==> src/rtl/bbcp_ram.sv <==
// Generic single-write, single-read RAM with registered read data.
`default_nettype none
module bbcp_ram #(
  parameter int Width = 8,
  parameter int Depth = 256
) (
  input  wire logic                     clk_i,
  input  wire logic                     we_i,
  input  wire logic [$clog2(Depth)-1:0] waddr_i,
  input  wire logic [Width-1:0]         wdata_i,
  input  wire logic [$clog2(Depth)-1:0] raddr_i,
  output logic      [Width-1:0]         rdata_o
);

  logic [Width-1:0] mem [Depth];

  always_ff @(posedge clk_i) begin
    if (we_i) begin
      mem[waddr_i] <= wdata_i;
    end
    rdata_o <= mem[raddr_i];
  end

endmodule
`default_nettype wire

==> config.mk <==
export PLATFORM = sky130hd
export DESIGN_NAME = bbcp_ram
export DESIGN_NICKNAME = d
export VERILOG_FILES = /design/src/rtl/bbcp_ram.sv
export SDC_FILE = /design/constraint.sdc
export NUM_CORES = 2
export LEC_CHECK = 0
export ABC_CLOCK_PERIOD_IN_PS = 2280
export BUFFER_PORTS_ARGS = -buffer_cell sky130_fd_sc_hd__buf_2
export CAP_MARGIN = 25
export CORE_MARGIN = 2
export CORE_UTILIZATION = 60
export DETAILED_ROUTE_END_ITERATION = 8
export PLACE_DENSITY_LB_ADDON = 0.2
export SETUP_SLACK_MARGIN = 0.5
export SLEW_MARGIN = 20
export SYNTH_ARGS = -nofsm -noshare
export SYNTH_HDL_FRONTEND = slang
export SYNTH_SLANG_ARGS = --single-unit
==> constraint.sdc <==
create_clock -name clk_i -period 2.28 [get_ports clk_i]
set_input_delay 0.114 -clock clk_i [delete_from_list [all_inputs] [get_ports clk_i]]
set_output_delay 0.114 -clock clk_i [all_outputs]
set_load 0.005 [all_outputs]
* Yosys cells after proc, flatten, opt, wreduce, memory -nomap -nowiden
Memories as Yosys holds them, arrays and structs flattened. A register that Yosys moved wholly into a read port is not among the register bits. Index checks and enable logic that the tools add are counted.
Storage, ports and cells: register bits 0, bits in latches 0, bits in writable memories 2048, bits in read-only memories 0, input port bits 26, output and inout port bits 8, memories kept 1
Memories:
- mem | depth 256, width 8, read ports 1, clocked after memory_dff 1, wr ports 1, RTL line 15 | logic [Width-1:0] mem [Depth];
Operators by class: add/sub/neg operators 0, $mul 0, divide/modulo/power cells 0, magnitude comparators 0, eq/ne operators 0, shift-type cells 0, mux-type cells 2, bitwise gates (word level) 0, reductions and logical operators 0
Operators with widths (number):
- 1-bit 2-to-1 mux | 2

* Logic depth before layout (Yosys ltp)
depth after elaboration 2, depth in mapped cells 11, gate-level depth less buffers 6

* Worst setup path after synthesis
No wires, ideal clock.
path type input port to flip-flop, from input raddr_i[0], to register rdata_o[2], read port of mem, arrival time 1.921 ns, path slack 0.228 ns, stages 9, path buffers 4, cell sequence buf_6 > buf_12 > buf_8 > buf_2 > mux4_2 > a22oi_1 > a21oi_1 > nor4_1 > nor4_2
RTL lines:
- from (decl) | RTL line 11 | input wire logic [$clog2(Depth)-1:0] raddr_i,
- to (decl) | RTL line 12 | output logic [Width-1:0] rdata_o

==> impl_metrics.yaml <==
worst_setup_path:
  cp-end-kind: "flop"
  critical_path_arrival_ns: 2.89
  cp_common_cell: "mux4_2"
  path_class: "flop to flop"
  cpPeakStageDelay_ns: 0.50
  critPathMaxFanout: 1
  worstPathCellList: "mux4_2 -> mux4_2 -> nor2b_2 -> nor4_4 -> buf_4 -> nor4_1"
  worst_setup_path_start_kind: "flop"
  cpMaxStageDelayCell: "mux4_2"
  cp.required_ns: 2.94
timing:
  rsz0062_at_grt: "yes"
  finalMaxSlewViolations: 0
  hold_viol_final: 0
  period_minus_slack_ns: 2.228
  relSlewSlack_pct: 36.79
  max_freq_mhz: 448.9
  max_slew.worst_pin.slew_ns: 0.9481
  holdWs_ns: 0.06466
  fin_crit_sh_pct: 97.71
  setup_viol: 0
  fin_worst_skew_ns: 0.02460
layout:
  post_route_cells_drive_above_1_share_pct: 33.91
  layout_commonest_cell: "edfxtp_1"
  fin_area_um2: 93380
  final_nets: 4442
  final_cell_mix: "2048 x edfxtp_1, 599 x buf_4, 454 x mux4_2"
  area_growth_pct: 17.38
  finalNonFillerCells: 6325
  nFillCells: 7765
placement:
  gp_congestion: 0.8958
  placedCellCount: 5965
  place_area_um2: 86850
  io_buffer_count: 33
  hpwl_um: 127300
hold_path:
  hold_path_class: "input pin to flop"
synth:
  yosysSeqAreaShare_pct: 77.50
  synth_cells: 3733
  async_flop_share_pct: 0
  yosysWarnings: 0
  synthFlopType: "edfxtp_1"
  synth.distinct_cells: 55
  synth_seq_cells: 2056
  avgSynthCellArea_um2: 21.31
  mappedNetlistNets: 3759
  synth_edf_count: 2048
  synthesis.area_um2: 79560
floorplan:
  die_w_um: 368.1
  pin_count: 34
  fp-row-count: 133
  initial_utilization_pct: 60.52
  die-area_um2: 135500
  core_area_um2: 131500
  die_h_um: 368.1
global_routing:
  grt_pass1_wl_um: 284900
  grt_pass1_vias: 41300
  antenna_found_initial: 5
  globalRouteTotalUtil_pct: 29.30
  grt_overflow: 0
  grt_max_degree: 101
clock_network:
  cts-root-buf: "clkbuf_16"
  cts_tree: "done"
  clk_pin_slew_ns: 0.06
  cts_buffers: 196
  clock_latency_ns: 0.81
  h-tree-depth: 4
  clock-sinks: 2056
  ctsLongestPathBuffers: 3
pwr:
  power_w: 0.07731
  powerDensity_nw_per_um2: 827.9
  ir_drop_mv: 0.8054
  p_leak_nw: 30.28
routing:
  via_count: 41480
  drtPass1Iterations: 6
  ant_nets: 0
  routed_wl_um: 195500
  viasPerCell: 6.557
  route.detailed.drc: 0
  drtIter0Drc: 6320
  wire_per_inst_um: 30.91
status:
  outcome: "finished, final reports clean"
run:
  drv_cap: 0
==> synthesized netlist by cell type (all sizes together) (2+ instances only) <==
| cell type | count | area [um2] |
|---|---|---|
| a2111oi | 5 | 52.55 |
| a211oi | 16 | 120.1 |
| a21oi | 96 | 480.5 |
| a221oi | 14 | 128.9 |
| a22o | 8 | 70.07 |
| a22oi | 133 | 998.5 |
| a311oi | 2 | 17.52 |
| a31oi | 2 | 12.51 |
| and2 | 6 | 37.54 |
| and3b | 2 | 17.52 |
| buf | 122 | 1032 |
| clkbuf | 111 | 416.7 |
| dfxtp | 8 | 160.2 |
| edfxtp | 2048 | 61500 |
| mux2i | 134 | 1341 |
| mux4 | 456 | 10280 |
| nand2 | 33 | 123.9 |
| nand2b | 8 | 50.05 |
| nand3 | 34 | 170.2 |
| nand3b | 2 | 15.01 |
| nand4 | 10 | 62.56 |
| nor2 | 282 | 1059 |
| nor2b | 31 | 193.9 |
| nor3 | 22 | 110.1 |
| nor4 | 27 | 187.7 |
| o211ai | 10 | 75.07 |
| o21ai | 12 | 60.06 |
| o221ai | 47 | 417.9 |
| o22a | 5 | 43.79 |
| o22ai | 28 | 175.2 |
| o32ai | 5 | 51.30 |
| or2 | 4 | 25.02 |
==> layout make-up <==
class                           instances  area (um2)  share of cell area, %
Antenna cell                            2       5.005               0.005360
Clock buffer                          262        5246                  5.618
Clock inverter                         88       845.8                 0.9058
Inverter                                2       7.507               0.008039
Multi-Input combinational cell       1442       17020                  18.22
Sequential cell                      2056       61660                  66.03
Tap cell                             1755        2196                  2.352
Timing Repair Buffer                  718        6404                  6.858
==> path summary, 6_finish.rpt <==
kind	startpoint	end	slack [ns]	cells past startpoint
max	mem[83][7]	rdata_o[7]	0.05	6
min	waddr_i[1]	mem[203][6]	0.06	4
max reg2reg	mem[83][7]	rdata_o[7]	0.05	6
min reg2reg	mem[204][4]	rdata_o[4]	1.13	5
==> worst max-delay path, delay by kind of cell (launching register included) <==
family | cells | cell delay (ns)
muxes | 2 | 0.98
and+or+nand+nor | 3 | 0.57
DFF | 1 | 0.35
buffers and inverters | 1 | 0.18
==> through the flow <==
step           setup WS, ns  setup TNS [ns]  utilization, %
3_3_place_gp        -0.9279          -6.102           66.07
5_1_grt             0.02196               0           71.03
4_1_cts            -0.03965        -0.04671           70.94
3_5_place_dp        -0.8876          -6.023           66.07
2_1_floorplan        0.3472               0               -
6_report            0.05220               0           71.03
==> flip-flops by register name, summed over array words and instances (netlist names) <==
signal / cells
mem: 2048
rdata_o: 8
==> power breakdown <==
| part | total [W] | leakage (nW) | switching, W | internal, W |
|---|---|---|---|---|
| sequential | 0.0417 | 18.5 | 0.0000676 | 0.0417 |
| combinational | 0.00446 | 8.84 | 0.00264 | 0.00182 |
| clock | 0.0311 | 2.97 | 0.0134 | 0.0177 |
| total | 0.0773 | 30.3 | 0.0162 | 0.0612 |
==> cell families after synthesis <==
kind of cell / Yosys count / synth area share [%]
simple gates: 466 / 2.628
mux: 591 / 14.62
compound gates: 385 / 3.419
buf+inv: 235 / 1.831
flops: 2056 / 77.50
==> per-layer routing <==
layer	routed length, um	track usage (%)
met1	76250	43.75
met2	93710	45.53
met3	20420	5.200
met4	5103	8.046
met5	13	0
==> what timing repair did <==
item	CTS	global route
hold buffers	7	1
endpoints found under the hold margin	508	4
pin swaps	17	7
setup buffers	0	0
gates resized for setup	39	21
endpoints found under the setup margin	8	8
Note: power is estimated with default switching activity, not from simulation.
