[config.mk]
export PLATFORM = sky130hd
export DESIGN_NAME = bbcp_div
export DESIGN_NICKNAME = d
export VERILOG_FILES = /design/src/rtl/bbcp_pkg.sv /design/src/rtl/bbcp_div.sv
export SDC_FILE = /design/constraint.sdc
export NUM_CORES = 1
export LEC_CHECK = 0
export ABC_CLOCK_PERIOD_IN_PS = 3300
export BUFFER_PORTS_ARGS = -buffer_cell sky130_fd_sc_hd__buf_2
export CORE_ASPECT_RATIO = 0.6
export CORE_MARGIN = 5
export CORE_UTILIZATION = 50
export CTS_CLUSTER_SIZE = 8
export DETAILED_ROUTE_END_ITERATION = 8
export PLACE_DENSITY = 0.71
export SETUP_SLACK_MARGIN = 0.1
export SLEW_MARGIN = 20
export SYNTH_ARGS = -nofsm -noshare
export SYNTH_HDL_FRONTEND = slang
export SYNTH_SLANG_ARGS = --single-unit
[constraint.sdc]
create_clock -name clk_i -period 3.3 [get_ports clk_i]
set_clock_uncertainty 0.1 [all_clocks]
set_input_delay 0.33 -clock clk_i [delete_from_list [all_inputs] [get_ports clk_i]]
set_output_delay 0.33 -clock clk_i [all_outputs]
set_load 0.05 [all_outputs]
[src/rtl/bbcp_pkg.sv]
// Shared constants, types and state codes of the bigram bit context trainer.
`default_nettype none
package bbcp_pkg;

  localparam int CountWidth    = 32;
  localparam int ProbScaleBits = 12;
  localparam int ProbWidth     = 12;
  localparam int ByteWidth     = 8;
  localparam int CtxAddrWidth  = 2 * ByteWidth;
  localparam int CtxDepth      = 1 << CtxAddrWidth;
  localparam int RamWidth      = 2 * CountWidth;
  localparam int DivWidth      = CountWidth + 2;
  localparam int BitCntWidth   = $clog2(ByteWidth);
  localparam int DivCntWidth   = $clog2(ProbScaleBits);

  localparam logic [ProbScaleBits-1:0] ProbHalf =
    ProbScaleBits'(1) << (ProbScaleBits - 1);
  localparam logic [ProbScaleBits-1:0] ProbMin = ProbScaleBits'(1);

  typedef enum logic {
    ACT_LEARN,
    ACT_QUERY
  } action_e;

  typedef enum logic [2:0] {
    ST_CLEAR,
    ST_IDLE,
    ST_LRD,
    ST_LWR,
    ST_QRD,
    ST_QEVAL,
    ST_QDIV,
    ST_QOUT
  } state_e;

  typedef struct packed {
    logic                  start;
    logic [CountWidth:0]   dividend;
    logic [DivWidth-1:0]   divisor;
  } div_req_t;

  typedef struct packed {
    logic                     done;
    logic [ProbScaleBits-1:0] quotient;
  } div_rsp_t;

endpackage
`default_nettype wire

[src/rtl/bbcp_div.sv]
// Restoring divider, one quotient bit per cycle, for the probability estimate.
`default_nettype none
module bbcp_div (
  input  wire logic               clk_i,
  input  wire logic               rst_ni,
  input  wire bbcp_pkg::div_req_t req_i,
  output bbcp_pkg::div_rsp_t      rsp_o
);

  logic [bbcp_pkg::DivWidth-1:0]      rem_q, rem_d;
  logic [bbcp_pkg::DivWidth-1:0]      div_q, div_d;
  logic [bbcp_pkg::ProbScaleBits-1:0] quo_q, quo_d;
  logic [bbcp_pkg::DivCntWidth-1:0]   cnt_q, cnt_d;
  logic                               busy_q, busy_d;
  logic                               done_q, done_d;
  logic [bbcp_pkg::DivWidth-1:0]      shifted;
  logic [bbcp_pkg::DivWidth:0]        diff;
  logic                               qbit;

  always_comb begin
    shifted = {rem_q[bbcp_pkg::DivWidth-2:0], 1'b0};
    diff    = {1'b0, shifted} - {1'b0, div_q};
    qbit    = ~diff[bbcp_pkg::DivWidth];

    rem_d  = rem_q;
    div_d  = div_q;
    quo_d  = quo_q;
    cnt_d  = cnt_q;
    busy_d = busy_q;
    done_d = 1'b0;

    if (req_i.start) begin
      rem_d  = bbcp_pkg::DivWidth'(req_i.dividend);
      div_d  = req_i.divisor;
      quo_d  = '0;
      cnt_d  = '0;
      busy_d = 1'b1;
    end else if (busy_q) begin
      rem_d = qbit ? diff[bbcp_pkg::DivWidth-1:0] : shifted;
      quo_d = {quo_q[bbcp_pkg::ProbScaleBits-2:0], qbit};
      cnt_d = cnt_q + bbcp_pkg::DivCntWidth'(1);
      if (cnt_q == bbcp_pkg::DivCntWidth'(bbcp_pkg::ProbScaleBits - 1)) begin
        busy_d = 1'b0;
        done_d = 1'b1;
      end
    end
  end

  always_ff @(posedge clk_i or negedge rst_ni) begin
    if (!rst_ni) begin
      busy_q <= 1'b0;
      done_q <= 1'b0;
      cnt_q  <= '0;
    end else begin
      busy_q <= busy_d;
      done_q <= done_d;
      cnt_q  <= cnt_d;
    end
  end

  always_ff @(posedge clk_i) begin
    rem_q <= rem_d;
    div_q <= div_d;
    quo_q <= quo_d;
  end

  assign rsp_o.done     = done_q;
  assign rsp_o.quotient = quo_q;

endmodule
`default_nettype wire

==> Yosys cells after proc, flatten, opt, wreduce, memory -nomap -nowiden <==
Cells that the tools add are included.
{ "classes": {"n_reduce_logical": 1, "add_sub_neg": 2, "bitwise_logic": 1, "n_mux": 11, "n_eq_ne": 1} }
{ "ops": {"columns": ["operator", "n"], "rows": [
  ["two-way mux 33 bit", 3],
  ["subtractor 34 x 34 -> 35 bit", 1],
  ["two-way mux 4 bit", 2],
  ["two-way mux 1 bit", 6],
  ["adder 4 x 1 -> 4 bit (second input constant)", 1],
  ["== test 4 bit (second input constant)", 1],
  ["nonzero test 2 bit", 1],
  ["inverter 1 bit", 1]
]} }
{ "totals": {"register_bits": 85, "in_bits": 70, "out_inout_bits": 13, "word_cells": 22} }

==> Depth between registers and ports, before layout <==
Gate-level depths: netlist of run 1.
{ "depth": {"ltp_word": 4, "ltp_mapped": 14, "depth_no_buf": 10} }

==> Worst setup path before layout of run 1 <==
OpenSTA, ideal clock, no wires.
{ "synth_timing": {"path_kind": "flip-flop to flip-flop", "from": "reg rem_q[26] (netlist name)", "to": "reg rem_q[10] (netlist name), data pin", "setup_ns": 0.260, "path_slack_ns": 0.253, "required_time_ns": 2.940, "synth_period_minus_slack_ns": 3.047, "path_buffers": 3, "arrival_ns": 2.687, "path_stages_with_launch": 13, "path_cell_list": "edfxtp_1 ha_1 buf_4 a21oi_2 o21bai_1 a21oi_1 o21a_1 a31oi_1 and2_4 buf_6 buf_12 mux2_4 mux2_2"} }
{ "synth_between": {"elab_chain_cells": 4} }
{ "synth_rtl": {"columns": ["element", "line_no", "rtl"], "rows": [
  ["start: declaration", "bbcp_div.sv:10", "logic [bbcp_pkg::DivWidth-1:0] rem_q, rem_d;"],
  ["start signal: assignment", "bbcp_div.sv:62", "rem_q <= rem_d;"],
  ["subtractor 34 x 34 -> 35 bit", "bbcp_div.sv:22", "diff = {1'b0, shifted} - {1'b0, div_q};"],
  ["two-way mux 33 bit", "bbcp_div.sv:39", "rem_d = qbit ? diff[bbcp_pkg::DivWidth-1:0] : shifted;"],
  ["two-way mux 33 bit", "bbcp_div.sv:38", "end else if (busy_q) begin"],
  ["two-way mux 33 bit", "bbcp_div.sv:32", "if (req_i.start) begin"],
  ["net rem_d (one bit)", "bbcp_div.sv:10", null]
]} }
The timed path passes the listed nets, and every way through them passes these cells. The select of a mux whose other input is x is not followed.
A chain may end at the register's enable or synchronous reset.

==> Worst setup path after layout of run 1 <==
{ "layout_timing": {"from": "reg rem_q[11] (netlist name)", "to": "reg rem_q[25] (netlist name), data pin"} }
Same word-level chain as after synthesis.

==> flow_summary_export.csv, run 1 <==
group,metric,value,unit
timing,worst_slew_pin_slew,950.1,ps
synthesis,synth_compound_area_share,15.92,%
synthesis,yosysTopAreaCellShare,36.56,%
layout,antenna_cells,0,
timing,tns,0,ps
worst_setup_path,cpLargestDelayFamily,"compound AO/OA/AOI/OAI gates",
status,outcome,"finished, final reports clean",
synthesis,synth_xor_area_share,4.616,%
min_path,hold_class,"in -> reg",
floorplan,std_cell_rows,29,
worst_setup_path,crit_type,"reg -> reg",
timing,maxSlewViolCount,0,
synthesis,synthAdderAreaFrac,8.095,%
worst_setup_path,reg2reg_depth,10,
worst_setup_path,r2r_slack,170,ps
power_and_ir_drop,p_sw_share,40.07,%
routing,wl_per_cell,17.45,um
power_and_ir_drop,p_int,0.003812,W
routing,via_per_inst,5.614,
synthesis,synthMuxAreaShare,10.80,%
floorplan,die_h,91.26,um
routing,drt_iter0_markers,301,
timing,setup_violations,0,
synthesis,synth_flop_cell,"edfxtp_1",
layout,drive_gt1_share,31.27,%
worst_setup_path,critPathMaxStageDelay,420,ps
global_route,grt_max_degree,50,
worst_setup_path,end_kind,"flop",
worst_setup_path,crit_path_start_kind,"flop",
run,max_cap_violations,0,
clock_network,clock_sinks,85,
timing,rsz0062_at_grt,"yes",
routing,wl,13.14,mm
power_and_ir_drop,powerDensity,972.3,nW/um2
placement,gp_congestion,0.9381,
routing,dr_total_vias,4227,
worst_setup_path,worstSetupEndpoint,"rem_q[25]$_DFFE_PP_",
synthesis,synth_common_cells,"67 x edfxtp_1, 43 x a21oi_1, 39 x inv_1, 36 x nor2_1, 34 x ha_1",
synthesis,synth_area_per_cell,10.79,um2
worst_setup_path,r2r-start,"rem_q[11]$_DFFE_PP_",
placement,place_area,6140,um2
worst_setup_path,startpoint,"rem_q[11]$_DFFE_PP_",
worst_setup_path,crit_chain,"ha_2, and4_1, nand2_1, a211oi_2, a2111oi_4, buf_4, a211oi_2, nor4_1, a311o_1, a221o_1",
clock_network,cts-root-buf,"clkbuf_16",
placement,hpwl,9.850,mm
floorplan,die_area,13270,um2
synthesis,ys_top_cells_by_area,"edfxtp_1 37%, ha_1 7.7%, mux2_2 4.7%",
global_route,grt_pass1_wl,21.44,mm
global_route,first_global_vias,4286,
power_and_ir_drop,power.leakage,2.935,nW
power_and_ir_drop,ir_worst_vdd,0.4920,mV
power_and_ir_drop,p_switching,0.002549,W
power_and_ir_drop,clkPwrFrac,16.1,%
routing,first_pass_iters,5,
synthesis,synth_cell_types,63,
synthesis,ys_warn_count,0,
timing,finalHoldViolations,0,
synthesis,synth_fp_nets,615,
timing,max_slew_margin,36.66,%
layout,final_area,6541,um2
power_and_ir_drop,sequentialPowerShare,25.9,%
floorplan,io_pins,83,
synthesis,netlist_instances,510,
layout,syn2layout_area_growth,18.87,%
synthesis,seq_area_frac_synth,43.66,%
clock_network,clock_path_buffers,2,
synthesis,synthArstFlopShare,7.059,%
clock_network,cts_buffers,9,
synthesis,synth_top_family_by_area,"compound AO/OA/AOI/OAI gates",
worst_setup_path,worstPathArrival,3130,ps
floorplan,chipWidth,145.4,um
synthesis,yosys.area_share.simple,11.78,%
clock_network,htreeDepth,3,
worst_setup_path,cpMostUsedCell,"a211oi_2",
global_route,antenna_found_initial,0,
synthesis,synth_edf_count,67,
synthesis,synth_seq_cells,85,
worst_setup_path,critPathRequiredTime,3300,ps
routing,post-route-drc-count,0,
placement,portBuffers,82,
synthesis,synth.largest_area_cell,"edfxtp_1",
timing,worst_hold_slack,51.72,ps
min_path,hold_start,"req_i[25]",
worst_setup_path,crit_slowest_cell,"edfxtp_1",
timing,fmax,319.3,MHz
layout,finalNonFillerCells,753,
synthesis,post-synth-top-count-cell,"edfxtp_1",
clock_network,cts_tree,"yes",
placement,place_inst,732,
power_and_ir_drop,power_frac_comb,57.9,%
worst_setup_path,path_depth,10,
layout,nets,714,
floorplan,start_util,51.58,%
layout,nFillCells,916,
worst_setup_path,crit_buf_inv,1,
worst_setup_path,r2r-end,"rem_q[25]$_DFFE_PP_",
synthesis,synth_area,5503,um2
worst_setup_path,critPathMaxFanout,7,
global_route,track_usage,19.85,%
routing,drtAntennaViolNets,0,
timing,period_minus_slack,3132,ps
floorplan,core-area,10670,um2
global_route,gr-total-overflow,0,
clock_network,clkTransAtPathRegs,70,ps
timing,min_period_over_period,94.90,%
clock_network,clock_latency,350,ps
==> state kept, by name, summed over array words and instances (netlist names) <==
signal and count:
quo_q 12, div_q 34, busy_q 1, cnt_q 4, rem_q 33, done_q 1
==> worst min path at each step <==
stage / to / slack [ps] / depth (start not counted)
after global routing: div_q[17]$_DFFE_PP_ / 30 / 1
after global placement: done_q$_DFF_PN0_ / 60 / 1
after detailed placement: done_q$_DFF_PN0_ / 60 / 1
after floorplan: busy_q$_DFF_PN0_ / -70 / 0
final: div_q[25]$_DFFE_PP_ / 50 / 1
after CTS: div_q[25]$_DFFE_PP_ / 40 / 1
==> cell families after synthesis <==
kind of cell,Yosys count
compound gates,125
mux,50
flops,85
xor+xnor,29
buf+inv,60
simple gates,126
fa+ha+maj,35
==> final cells by class <==
class                      instances  area, um2  share of cell area (%)
multi-input combinational        365       2873                   43.92
inverter                          40      150.1                   2.295
clock buffer                       9      225.2                   3.443
sequential                        85       2402                   36.73
tap                              139      173.9                   2.659
timing repair buffer             108      635.6                   9.717
clock inverter                     7      81.33                   1.243
==> per-stage QoR <==
step / utilization [%] / total power, W / setup WS, ps
3_3_place_gp: 57.55 / 0.005100 / 168.2
5_1_grt: 61.32 / 0.006805 / 62.11
4_1_cts: 60.66 / 0.006255 / 113.9
3_5_place_dp: 57.55 / 0.005175 / -32.20
6_report: 61.32 / 0.006360 / 168.3
2_1_floorplan: - / 0.004350 / 253.1
==> timing repair <==
action / in CTS / in global routing
setup endpoints to repair: 10 / 20
gates resized for setup: 2 / 14
hold buffers: 1 / 0
hold endpoints to repair: 6 / 0
buffers inserted: 1 / 3
pin swaps: 1 / 3
==> cell usage in the layout, fill, tap and decap left out, drive strengths merged, types with 6 or more instances in the layout <==
cell and n:
o21ai 12, nor2 36, xor2 10, nand3 7, edfxtp 67, o31ai 6
dfrtp 6, nand4 9, mux2 36, a21oi 49, ha 34, dfxtp 12
nand2 30, nor3 6, nor3b 6, inv 42, nor2b 6, clkbuf 9
mux2i 14, a21o 16, o21a 8, buf 107, xnor2 19
==> layer usage <==
layer  wire length [um]  vias up  GRT usage, %  share of wire (%)
met3                755       15         4.975                5.7
met2               5787      127         30.37                 44
met1               6453     2009         28.47                 49
met5                  0        -             0                  0
met4                144        0         4.814                1.1
li1                   -     2076             -                  -
==> power groups by stage <==
stage | clock network (W) | logic, W | registers (W)
floorplan | 0 | 0.00271 | 0.00164
global placement | 0 | 0.00345 | 0.00165
detailed placement | 0 | 0.00351 | 0.00166
CTS | 0.00105 | 0.00356 | 0.00165
global route | 0.00111 | 0.00402 | 0.00168
finish | 0.00103 | 0.00369 | 0.00165
(Power assumes the default switching activity.)
==> inputs of run 2 (changes only) <==
--- a/config.mk
+++ b/config.mk
@@ -8,11 +8,10 @@
 export ABC_CLOCK_PERIOD_IN_PS = 3300
 export BUFFER_PORTS_ARGS = -buffer_cell sky130_fd_sc_hd__buf_2
 export CORE_ASPECT_RATIO = 0.6
-export CORE_MARGIN = 5
-export CORE_UTILIZATION = 50
+export CORE_UTILIZATION = 58
 export CTS_CLUSTER_SIZE = 8
 export DETAILED_ROUTE_END_ITERATION = 8
-export PLACE_DENSITY = 0.71
+export PLACE_DENSITY = 0.81
 export SETUP_SLACK_MARGIN = 0.1
 export SLEW_MARGIN = 20
 export SYNTH_ARGS = -nofsm -noshare
==> flow_summary_export.csv, run 2 (synthesis results as in run 1) <==
group,metric,value,unit
status,outcome,"finished, final reports clean",
min_path,hold_class,"in -> reg",
worst_setup_path,critPathMaxStageDelay,520,ps
routing,drtAntennaViolNets,0,
global_route,first_global_vias,4147,
power_and_ir_drop,p_int,0.003718,W
power_and_ir_drop,total_power,0.006333,W
clock_network,clock_sinks,85,
placement,hpwl,8.890,mm
timing,setup_violations,0,
global_route,antenna_found_initial,0,
power_and_ir_drop,power.leakage,2.914,nW
timing,maxSlewViolCount,0,
clock_network,clkTransAtPathRegs,70,ps
power_and_ir_drop,clkPwrFrac,16.5,%
floorplan,die_h,77.45,um
floorplan,chipWidth,127.8,um
power_and_ir_drop,power_frac_comb,57.5,%
routing,dr_total_vias,4321,
layout,regMostFlops,"div_q",
power_and_ir_drop,sequentialPowerShare,26.1,%
global_route,gr-total-overflow,0,
layout,largest_register_ffs,34,
clock_network,clock_latency,350,ps
clock_network,cts-root-buf,"clkbuf_16",
clock_network,cts_tree,"yes",
timing,setup_ws,115.9,ps
timing,tns,0,ps
worst_setup_path,worstPathArrival,3190,ps
timing,fmax,314.1,MHz
routing,drt_iter0_markers,473,
worst_setup_path,critPathRequiredTime,3300,ps
floorplan,io_pins,83,
placement,portBuffers,82,
routing,post-route-drc-count,0,
global_route,grt_max_degree,40,
placement,post-place-ws,40.82,ps
layout,syn2layout_area_growth,17.74,%
power_and_ir_drop,powerDensity,977.4,nW/um2
worst_setup_path,crit_path_start_kind,"flop",
worst_setup_path,critPathMaxFanout,7,
clock_network,clock_path_buffers,2,
global_route,track_usage,26.64,%
timing,period_minus_slack,3184,ps
floorplan,die_area,9894,um2
timing,rsz0062_at_grt,"no",
run,max_cap_violations,0,
power_and_ir_drop,p_sw_share,41.28,%
clock_network,cts_buffers,9,
clock_network,htreeDepth,3,
layout,drive_gt1_share,30.21,%
timing,finalHoldViolations,0,
layout,largestRegisters,"div_q: 34 flops, rem_q: 33 flops, quo_q: 12 flops",
placement,gp_congestion,0.9171,
power_and_ir_drop,ir_worst_vdd,0.4858,mV
layout,layout_common_cells,"81 x buf_2, 67 x edfxtp_1, 41 x a21oi_1",
routing,wl,12.86,mm
routing,via_per_inst,5.847,
layout,nets,709,
worst_setup_path,end_kind,"flop",
routing,first_pass_iters,6,
timing,worst_slew_pin_slew,893.5,ps
timing,min_period_over_period,96.49,%
worst_setup_path,crit_type,"reg -> reg",
global_route,grt_pass1_wl,20.24,mm
routing,wl_per_cell,17.40,um
layout,antenna_cells,0,
worst_setup_path,crit_slowest_cell,"a2111oi_4",
power_and_ir_drop,p_switching,0.002614,W
floorplan,core-area,9189,um2
timing,max_slew_margin,40.43,%
worst_setup_path,crit_chain,"ha_1, a21o_1, nor2_1, a211oi_2, a2111oi_4, a21oi_1, o41ai_2, mux2i_1, nor3_1",
floorplan,std_cell_rows,27,
layout,mostFrequentLayoutCell,"buf_2",
floorplan,start_util,59.89,%
-- run 2: final timing paths --
| check | startpoint | to | cells past startpoint | slack, ps |
|---|---|---|---|---|
| worst max-delay path | rem_q[5]$_DFFE_PP_ | rem_q[31]$_DFFE_PP_ | 9 | 120 |
| worst min-delay path | req_i[4] | div_q[4]$_DFFE_PP_ | 1 | 50 |
| max in group asynchronous | rst_ni | cnt_q[2]$_DFFE_PN0P_ | 2 | 2720 |
| worst min register to register | quo_q[11]$_SDFFE_PP0P_ | quo_q[11]$_SDFFE_PP0P_ | 2 | 420 |
| min in group asynchronous | rst_ni | cnt_q[0]$_DFFE_PN0P_ | 2 | 220 |
| worst max register to register | rem_q[5]$_DFFE_PP_ | rem_q[31]$_DFFE_PP_ | 9 | 120 |
-- run 2: metrics by stage --
stage	util [%]	cells	instance area (um2)	hold WS, ps
finish	70.51	739	6479	48.24
floorplan	-	510	5503	-65.59
detailed placement	65.93	717	6058	67.07
CTS	69.70	736	6405	39.03
global route	70.51	739	6479	31.85
global placement	65.93	717	6058	58.00
-- run 2: area by class of cell --
type / count / area (um2)
Clock inverter: 7 / 88.84
Inverter: 40 / 150.1
Multi-Input combinational cell: 367 / 2892
Sequential cell: 85 / 2402
Fill cell: 719 / 2710
Tap cell: 130 / 162.7
Clock buffer: 9 / 225.2
Timing Repair Buffer: 101 / 558.0
-- run 2: worst max-delay path, delay by kind of cell (launching register included) --
family	cells	cell delay (ps)
compound gates	5	1560
flops	1	420
fa+ha+maj	1	410
simple gates	2	200
mux	1	230
-- run 2: routing by layer --
layer / track usage [%] / routed length, um / up-vias / part of all wire [%]
met2: 41.14 / 5616 / 198 / 44
met3: 6.276 / 879 / 24 / 6.8
li1: - / - / 2063 / -
met1: 37.43 / 6145 / 2036 / 48
met4: 7.412 / 218 / 0 / 1.7
met5: 0 / 0 / - / 0
-- run 2: timing repair --
action                                  CTS  global route
hold buffers                              1             0
endpoints found under the setup margin   24            27
cloned                                    1             1
endpoints found under the hold margin     6             0
setup buffers                             1             2
resized for setup                         1            14
pin swaps                                 1             3
-- run 2: power groups by stage --
stage	clock [W]	sequential, W	combinational, W
floorplan	0	0.00164	0.00271
global placement	0	0.00165	0.00328
detailed placement	0	0.00166	0.00336
CTS	0.00106	0.00165	0.00345
global route	0.00109	0.00167	0.00392
finish	0.00104	0.00165	0.00364
